## config.mk

```make
export PLATFORM = sky130hd
export DESIGN_NAME = mm4_ctrl
export DESIGN_NICKNAME = d
export VERILOG_FILES = /design/src/rtl/mm4_pkg.sv /design/src/rtl/mm4_ctrl.sv
export VERILOG_INCLUDE_DIRS = /design/src /design/src/rtl
export SDC_FILE = /design/constraint.sdc
export NUM_CORES = 1
export LEC_CHECK = 0
export BUFFER_PORTS_ARGS = -buffer_cell sky130_fd_sc_hd__buf_2
export CAP_MARGIN = 20
export CORE_MARGIN = 8
export CORE_UTILIZATION = 52
export CTS_CLUSTER_DIAMETER = 100
export DETAILED_ROUTE_END_ITERATION = 16
export PLACE_DENSITY = 0.83
export SKIP_LAST_GASP = 1
export SYNTH_ARGS = -nofsm -noshare
export SYNTH_HDL_FRONTEND = slang
export SYNTH_SLANG_ARGS = --single-unit
```

## constraint.sdc

```tcl
create_clock -name clk -period 2.3 [get_ports clk]
set_input_delay 0.115 -clock clk [delete_from_list [all_inputs] [get_ports clk]]
set_output_delay 0.115 -clock clk [all_outputs]
set_load 0.01 [all_outputs]
```

## src/rtl/matrix4x4_multiply_assert.svh

```systemverilog
// assertion macros for the matrix multiplier
// the module that uses them has clk and rst_n in scope
`ifndef MATRIX4X4_MULTIPLY_ASSERT_SVH
`define MATRIX4X4_MULTIPLY_ASSERT_SVH

`ifndef SYNTHESIS
// same-cycle implication
`define MM4_ASSERT_SAME(label, ante, cons) \
    label: assert property (@(posedge clk) disable iff (!rst_n) (ante) |-> (cons)) \
        else $error("same-cycle implication failed");
// next-cycle implication
`define MM4_ASSERT_NEXT(label, ante, cons) \
    label: assert property (@(posedge clk) disable iff (!rst_n) (ante) |=> (cons)) \
        else $error("next-cycle implication failed");
`else
`define MM4_ASSERT_SAME(label, ante, cons)
`define MM4_ASSERT_NEXT(label, ante, cons)
`endif

`endif

```

## src/rtl/mm4_pkg.sv

```systemverilog
`default_nettype none

package mm4_pkg;

    localparam int DIM     = 4;
    localparam int CELLS   = DIM * DIM;
    localparam int IDX_W   = 2;
    localparam int ADDR_W  = 2 * IDX_W;
    localparam int ENTRY_W = 32;
    localparam int PROD_W  = 2 * ENTRY_W;
    // four products summed need two guard bits
    localparam int ACC_W   = PROD_W + 2;

    localparam logic [IDX_W-1:0] IDX_FIRST = '0;
    localparam logic [IDX_W-1:0] IDX_LAST  = IDX_W'(DIM - 1);

    // request codes
    localparam logic [1:0] REQ_WR_LEFT  = 2'd0;
    localparam logic [1:0] REQ_WR_RIGHT = 2'd1;
    localparam logic [1:0] REQ_RD_LEFT  = 2'd2;
    localparam logic [1:0] REQ_MUL      = 2'd3;

    typedef enum logic [2:0] {
        ST_IDLE,
        ST_READ,
        ST_MAC,
        ST_DRAIN,
        ST_EMIT,
        ST_WBACK
    } state_t;

    typedef struct packed {
        logic              wr_left_in;
        logic              wr_right_in;
        logic              mul_en;
        logic              acc_clr;
        logic              emit_read;
        logic              emit_prod;
        logic              last;
        logic              wb_en;
        logic [ADDR_W-1:0] l_addr;
        logic [ADDR_W-1:0] r_addr;
        logic [IDX_W-1:0]  i;
        logic [IDX_W-1:0]  j;
        logic [IDX_W-1:0]  k;
    } cmd_t;

    typedef struct packed {
        logic out_free;
    } status_t;

endpackage

`default_nettype wire

```

## src/rtl/mm4_ctrl.sv

```systemverilog
`default_nettype none

`include "matrix4x4_multiply_assert.svh"

module mm4_ctrl (
    input  wire                        clk,
    input  wire                        rst_n,
    input  wire                        in_valid,
    output logic                       in_ready,
    input  wire  [1:0]                 req_type,
    input  wire  [mm4_pkg::IDX_W-1:0]  row,
    input  wire  [mm4_pkg::IDX_W-1:0]  col,
    output mm4_pkg::cmd_t              cmd,
    input  mm4_pkg::status_t           status
);
    import mm4_pkg::*;

    state_t             state_reg;
    state_t             state_next;
    logic [IDX_W-1:0]   i_reg;
    logic [IDX_W-1:0]   i_next;
    logic [IDX_W-1:0]   j_reg;
    logic [IDX_W-1:0]   j_next;
    logic [IDX_W-1:0]   k_reg;
    logic [IDX_W-1:0]   k_next;
    logic [ADDR_W-1:0]  rd_addr_reg;
    logic [ADDR_W-1:0]  rd_addr_next;
    logic               in_fire;

    assign in_fire = in_valid && (state_reg == ST_IDLE);

    // next state and counters
    always_comb
    begin
        state_next   = state_reg;
        i_next       = i_reg;
        j_next       = j_reg;
        k_next       = k_reg;
        rd_addr_next = rd_addr_reg;
        case (state_reg)
            ST_IDLE:
            begin
                if (in_valid)
                begin
                    if (req_type == REQ_RD_LEFT)
                    begin
                        rd_addr_next = {row, col};
                        state_next   = ST_READ;
                    end
                    else if (req_type == REQ_MUL)
                    begin
                        i_next     = IDX_FIRST;
                        j_next     = IDX_FIRST;
                        k_next     = IDX_FIRST;
                        state_next = ST_MAC;
                    end
                end
            end
            ST_READ:
            begin
                if (status.out_free)
                begin
                    state_next = ST_IDLE;
                end
            end
            ST_MAC:
            begin
                k_next = k_reg + 1'b1;
                if (k_reg == IDX_LAST)
                begin
                    state_next = ST_DRAIN;
                end
            end
            ST_DRAIN:
            begin
                state_next = ST_EMIT;
            end
            ST_EMIT:
            begin
                if (status.out_free)
                begin
                    if (j_reg == IDX_LAST)
                    begin
                        k_next     = IDX_FIRST;
                        state_next = ST_WBACK;
                    end
                    else
                    begin
                        j_next     = j_reg + 1'b1;
                        state_next = ST_MAC;
                    end
                end
            end
            ST_WBACK:
            begin
                k_next = k_reg + 1'b1;
                if (k_reg == IDX_LAST)
                begin
                    j_next = IDX_FIRST;
                    if (i_reg == IDX_LAST)
                    begin
                        state_next = ST_IDLE;
                    end
                    else
                    begin
                        i_next     = i_reg + 1'b1;
                        state_next = ST_MAC;
                    end
                end
            end
            default:
            begin
                state_next = ST_IDLE;
            end
        endcase
    end

    always_ff @(posedge clk or negedge rst_n)
    begin
        if (!rst_n)
        begin
            state_reg   <= ST_IDLE;
            i_reg       <= '0;
            j_reg       <= '0;
            k_reg       <= '0;
            rd_addr_reg <= '0;
        end
        else
        begin
            state_reg   <= state_next;
            i_reg       <= i_next;
            j_reg       <= j_next;
            k_reg       <= k_next;
            rd_addr_reg <= rd_addr_next;
        end
    end

    // command outputs
    always_comb
    begin
        in_ready        = 1'b0;
        cmd             = '0;
        cmd.i           = i_reg;
        cmd.j           = j_reg;
        cmd.k           = k_reg;
        cmd.l_addr      = {i_reg, k_reg};
        cmd.r_addr      = {k_reg, j_reg};
        cmd.last        = (i_reg == IDX_LAST) && (j_reg == IDX_LAST);
        case (state_reg)
            ST_IDLE:
            begin
                in_ready        = 1'b1;
                cmd.wr_left_in  = in_valid && (req_type == REQ_WR_LEFT);
                cmd.wr_right_in = in_valid && (req_type == REQ_WR_RIGHT);
            end
            ST_READ:
            begin
                cmd.l_addr    = rd_addr_reg;
                cmd.last      = 1'b1;
                cmd.emit_read = status.out_free;
            end
            ST_MAC:
            begin
                cmd.mul_en  = 1'b1;
                cmd.acc_clr = (k_reg == IDX_FIRST);
            end
            ST_DRAIN:
            begin
                cmd.mul_en = 1'b0;
            end
            ST_EMIT:
            begin
                cmd.emit_prod = status.out_free;
            end
            ST_WBACK:
            begin
                cmd.wb_en = 1'b1;
            end
            default:
            begin
                in_ready = 1'b0;
            end
        endcase
    end

    `MM4_ASSERT_NEXT(a_mul_start, in_fire && (req_type == REQ_MUL), (state_reg == ST_MAC) && (i_reg == IDX_FIRST) && (j_reg == IDX_FIRST) && (k_reg == IDX_FIRST))
    `MM4_ASSERT_NEXT(a_mac_drain, (state_reg == ST_MAC) && (k_reg == IDX_LAST), state_reg == ST_DRAIN)
    `MM4_ASSERT_NEXT(a_run_done, (state_reg == ST_WBACK) && (k_reg == IDX_LAST) && (i_reg == IDX_LAST), state_reg == ST_IDLE)
    `MM4_ASSERT_SAME(a_one_left_writer, cmd.wb_en, !cmd.wr_left_in && !in_ready)

endmodule

`default_nettype wire

```

==> out/results.ini, run 1 <==
[status]
status=completed

[sta]
finalCritPeriodShare_pct=89.3
skew_ns=0.00385
fin_crit_ns=2.05
fin_tns_setup_ns=0
setup_viol=0
max_freq_mhz=487
rsz0062_at_grt=false
slew_viol_final=0
hold_violations=0
tightestPinTransition_ns=0.603
relSlewSlack_pct=59.8

[cells_and_area]
diodes=0
fin_nets=149
seq_area_um2=325
largest_reg_flops=4
fillers=139
drive_gt1_share_pct=31.3
syn_to_final_growth_pct=18.8
multi_input_area_um2=534

[route]
drc=0
drt_iter0_markers=24
detail_route.first_pass.iterations=4
vias=882
wl_um=2260
antenna_left=0
via_per_inst=5.55
wl_per_cell_um=14.2

[synthesis]
synthCells=104
synth_area_leaders=dfrtp_1 (34%), mux2_1 (8.4%), ha_1 (5.3%)
synth_area_um2=943
synth_top_flop_cell=dfrtp_1
synth.net_count=118
ys_ff_latch=13
synth_top_cell_area_share_pct=34.5
synthTopCellsByCount=dfrtp_1 (13), nand2_1 (13), inv_1 (8)
yosys_warnings=0
netlist-cell-type-count=35
ys_seq_area_share_pct=34.5
synth_edf_count=0
synth_top_area_cell=dfrtp_1
async_flop_share_pct=100
synth_area_per_cell_um2=9.07

[worst_setup_path]
r2r_start=state_reg[2]
end_kind=output port
crit_chain=inv_2 -> nor3_4 -> mux2_1 -> buf_2
criticalPathCategory=reg -> out
crit_end=cmd[12]
crit_arrival_ns=1.94
r2r_cells=4
startpoint_type=register
rrSetupSlack_ns=0.50
reg2reg_to=j_reg[1]
max_stage_delay_ns=0.68
worstPathRequired_ns=2.18
startpoint=state_reg[0]
cp_max_fo=15
crit_path_top_delay_cell=dfrtp_1

[grt]
grt_max_degree=17
grt_pass1_vias=841
grt_first_pass_wirelength_um=3900
grt_overflow=0
antenna_found_initial=0
grt_use_total_pct=14.5

[die]
initial_utilization_pct=55.2
die_area_um2=3430
die_w_um=58.6
core_area_um2=1710
fp.dieH_um=58.6
row_count=15
ios=33

[power_and_ir_drop]
leakagePower_nw=0.597
pwr-share-comb_pct=54.1
p_sw_mw=0.658
powerDensity_nw_per_um2=1250
peakVddDrop_mv=0.692
total_power_mw=1.40
swShare_pct=47.1
intPower_mw=0.738
seqPwrFrac_pct=35.4
pwr-share-clk_pct=10.5

[placed_design]
gp_congestion=0.888
io_buffer_count=32
hpwl_um=1800

[hold_path]
hp-start=col[0]
hold_depth=2
min_path_type=in -> reg

[clocking]
ctsResizeCount=0
cts_tree=built
cts_inserted_buffers=3
clockBufferDepth=2
clkTransAtPathRegs_ns=0.08
clk_latency_ns=0.28
h-tree-depth=1
cts.sinks=13
cts-root-buf=clkbuf_4

[run]
cap_violations=0

==> worst min-delay path by stage <==
stage	end	slack, ns
finish	rd_addr_reg[0]	0.04
global route	rd_addr_reg[1]	0.04
CTS	rd_addr_reg[1]	0.04
detailed placement	state_reg[1]	0.02
global placement	state_reg[1]	0.02
floorplan	i_reg[0]	-0.18
==> metal layers <==
layer	part of all wire [%]	global-route usage [%]	vias to the layer above
met3	7.0	3.70	7
met2	48	22.7	29
met4	2.6	7.51	0
met1	43	17.9	418
met5	0	0	-
li1	-	-	428
==> power by group through the flow <==
| stage | logic [mW] | clock network, mW | registers [mW] |
|---|---|---|---|
| global route | 0.850 | 0.158 | 0.519 |
| finish | 0.756 | 0.146 | 0.494 |
| floorplan | 0.597 | 0 | 0.441 |
| detailed placement | 0.758 | 0 | 0.496 |
| CTS | 0.765 | 0.149 | 0.492 |
| global placement | 0.746 | 0 | 0.485 |
==> worst max-delay path: cells and delay by family (launching register included) <==
family	cells	cell delay (ns)
flops	1	0.68
simple gates	1	0.33
mux	1	0.36
buf+inv	2	0.28
==> per-stage QoR <==
stage / utilization (%) / setup WS (ns) / instances / hold slack, ns / cell area [um^2]
2_1_floorplan: - / 0.716 / 104 / -0.181 / 943
3_3_place_gp: 63.5 / 0.609 / 154 / 0.0161 / 1080
3_5_place_dp: 63.5 / 0.526 / 154 / 0.0196 / 1080
4_1_cts: 65.6 / 0.236 / 159 / 0.0368 / 1120
5_1_grt: 65.6 / 0.0670 / 159 / 0.0366 / 1120
6_report: 65.6 / 0.247 / 159 / 0.0411 / 1120
==> area by class of cell <==
type | instances | area share (%)
multi-input combinational | 75 | 47.7
sequential | 13 | 29.0
timing repair buffer | 33 | 15.2
inverter | 9 | 3.01
tap | 25 | 2.79
clock buffer | 4 | 2.34
==> cells in the final DEF, fill, tap and decap left out, types with 2 or more instances in the layout <==
cell,netlist,layout
a21oi_1,2,2
a31oi_1,3,3
and2_1,2,2
and3_1,4,4
buf_2,1,32
clkbuf_4,0,3
dfrtp_1,13,13
ha_1,4,4
inv_1,8,8
mux2_1,7,7
mux2i_1,2,2
nand2_1,13,13
nor2_1,7,7
nor2b_1,3,3
nor3_1,2,2
o21ai_0,5,5
o21ai_1,2,2
o22a_1,2,2
o31ai_1,2,2
==> logic make-up after synthesis <==
group / share of synthesized area, %
simple gates: 23.7
fa+ha+maj: 5.31
buf+inv: 8.88
mux: 10.5
flops: 34.5
compound gates: 17.1
==> timing repair <==
action | 4_1_cts | 5_1_grt
hold buffers | 1 | 0
hold endpoints to repair | 13 | 0
setup buffers | 0 | 0
Power figures use the tool's default switching activity.
==> run 2, diff against run 1 <==
--- a/config.mk
+++ b/config.mk
@@ -9,10 +9,10 @@
 export BUFFER_PORTS_ARGS = -buffer_cell sky130_fd_sc_hd__buf_2
 export CAP_MARGIN = 20
 export CORE_MARGIN = 8
-export CORE_UTILIZATION = 52
+export CORE_UTILIZATION = 45
 export CTS_CLUSTER_DIAMETER = 100
 export DETAILED_ROUTE_END_ITERATION = 16
-export PLACE_DENSITY = 0.83
+export PLACE_DENSITY = 0.73
 export SKIP_LAST_GASP = 1
 export SYNTH_ARGS = -nofsm -noshare
 export SYNTH_HDL_FRONTEND = slang
==> out/results.ini, run 2 (same netlist as run 1, synthesis figures left out) <==
[die]
core_area_um2=1960  ; +15%
row_count=16  ; +1
die_w_um=61.8  ; +5.4%
initial_utilization_pct=48.1  ; -7.2 points
fp.dieH_um=61.8  ; +5.4%
die_area_um2=3820  ; +11%
ios=33  ; unchanged

[sta]
skew_ns=0.00394  ; +0.0000937 ns
hold_violations=0  ; unchanged
relSlewSlack_pct=64.4  ; +4.6 points
fin_tns_setup_ns=0  ; unchanged
tightestPinTransition_ns=0.534  ; -0.0690 ns
setup_viol=0  ; unchanged
slew_viol_final=0  ; unchanged
finalCritPeriodShare_pct=89.4  ; +0.11 points
fin_crit_ns=2.06  ; +0.00264 ns
rsz0062_at_grt=false
max_freq_mhz=487  ; -0.13%

[grt]
grt_first_pass_wirelength_um=3740  ; -4.1%
grt_max_degree=17  ; unchanged
use_met3_pct=2.67  ; -1.0 points
grt_use_total_pct=13.2  ; -1.3 points
antenna_found_initial=0  ; unchanged
grt_pass1_vias=819  ; -2.6%
grt_overflow=0  ; unchanged
met1_usage_pct=15.8  ; -2.1 points
grt_util_met2_pct=22.3  ; -0.37 points
busiest_layer=met2

[cells_and_area]
drive_gt1_share_pct=31.9  ; +0.51 points
final_common_cell=buf_2
largest_reg_flops=4  ; unchanged
fin_nets=150  ; +0.67%
instances_no_fill=162  ; +1.9%
final_cell_mix=buf_2 (32), nand2_1 (13), dfrtp_1 (13), inv_1 (8)
fillers=196  ; +41%
final_area_um2=1130  ; +0.89%
diodes=0  ; unchanged
syn_to_final_growth_pct=19.9

[clocking]
ctsResizeCount=0  ; unchanged
clkTransAtPathRegs_ns=0.09  ; about the same
h-tree-depth=1  ; unchanged
cts-root-buf=clkbuf_4
cts.sinks=13  ; unchanged
clockBufferDepth=2  ; unchanged
clk_latency_ns=0.29  ; about the same
cts_tree=built
cts_inserted_buffers=3  ; unchanged

[route]
drt_iter0_markers=52  ; +120%
antenna_left=0  ; unchanged
wl_um=2410  ; +6.3%
wl_per_cell_um=14.8  ; +4.4%
detail_route.first_pass.iterations=4  ; unchanged
drc=0  ; unchanged
vias=879  ; -0.34%
via_per_inst=5.43  ; -2.2%

[worst_setup_path]
worstPathRequired_ns=2.18  ; about the same
criticalPathCategory=reg -> out
startpoint_type=register
end_kind=output port
cp_max_fo=15  ; unchanged
crit_arrival_ns=1.94  ; about the same

[placed_design]
gp_congestion=0.851  ; -4.1%
hpwl_um=1840  ; +2.4%
io_buffer_count=32  ; unchanged
dp_cells=157  ; +1.9%
place_area_um2=1090  ; +0.92%

[power_and_ir_drop]
peakVddDrop_mv=0.625  ; -9.6%
leakagePower_nw=0.602  ; +0.84%
powerDensity_nw_per_um2=1250  ; +0.58%

[status]
status=completed

[hold_path]
min_path_type=in -> reg

[run]
cap_violations=0  ; unchanged

## run 2: changes by cell type in the layout (fill, tap and decap cells not counted)
cell	change
buf_4	+1
## run 2: repair_timing
action,CTS,global route
hold endpoints to repair,13,0
hold buffers,1,0
setup buffers,0,0
## run 2: power breakdown
| part | switching (mW) | internal [mW] |
|---|---|---|
| logic | 0.438 | 0.359 |
| clock network | 0.0821 | 0.0674 |
| registers | 0.148 | 0.323 |
## run 2: final timing paths
kind                            slack (ns)              to  cells past startpoint            from
worst max-delay path                  0.24         cmd[12]                      4    state_reg[0]
worst min-delay path                  0.04  rd_addr_reg[3]                      2          row[1]
worst max register to register        0.53        j_reg[1]                      4    state_reg[0]
worst min register to register        0.50  rd_addr_reg[3]                      1  rd_addr_reg[3]
max in group asynchronous             1.82        i_reg[1]                      2           rst_n
min in group asynchronous             0.25    state_reg[1]                      2           rst_n
## run 2: worst max-delay path, stage by stage (launching register included)
cell     delay, ns
dfrtp_1       0.68
inv_2         0.15
nor3_4        0.33
mux2_1        0.35
buf_2         0.14
## run 2: final cells by class
type	instances	area (um^2)	area share [%]
multi-input cells	75	534	47.2
clock buffers	4	26.3	2.32
inverters	9	33.8	2.99
flip-flops and latches	13	325	28.8
well taps	27	33.8	2.99
repair buffers	34	178	15.7
## run 2: through the flow
step           worst slack [ns]  power (mW)  utilization, %  hold WS (ns)
2_1_floorplan             0.716        1.04               -        -0.181
4_1_cts                   0.247        1.43            57.7        0.0326
3_5_place_dp              0.545        1.27            55.8        0.0229
5_1_grt                  0.0862        1.54            57.7        0.0289
3_3_place_gp              0.595        1.25            55.8        0.0193
6_report                  0.245        1.42            57.7        0.0350
## run 2: routing by layer
layer | vias up | wire length (um)
met4 | 0 | 35
met2 | 43 | 1140
met5 | - | 0
met3 | 5 | 227
met1 | 404 | 1000
li1 | 427 | -
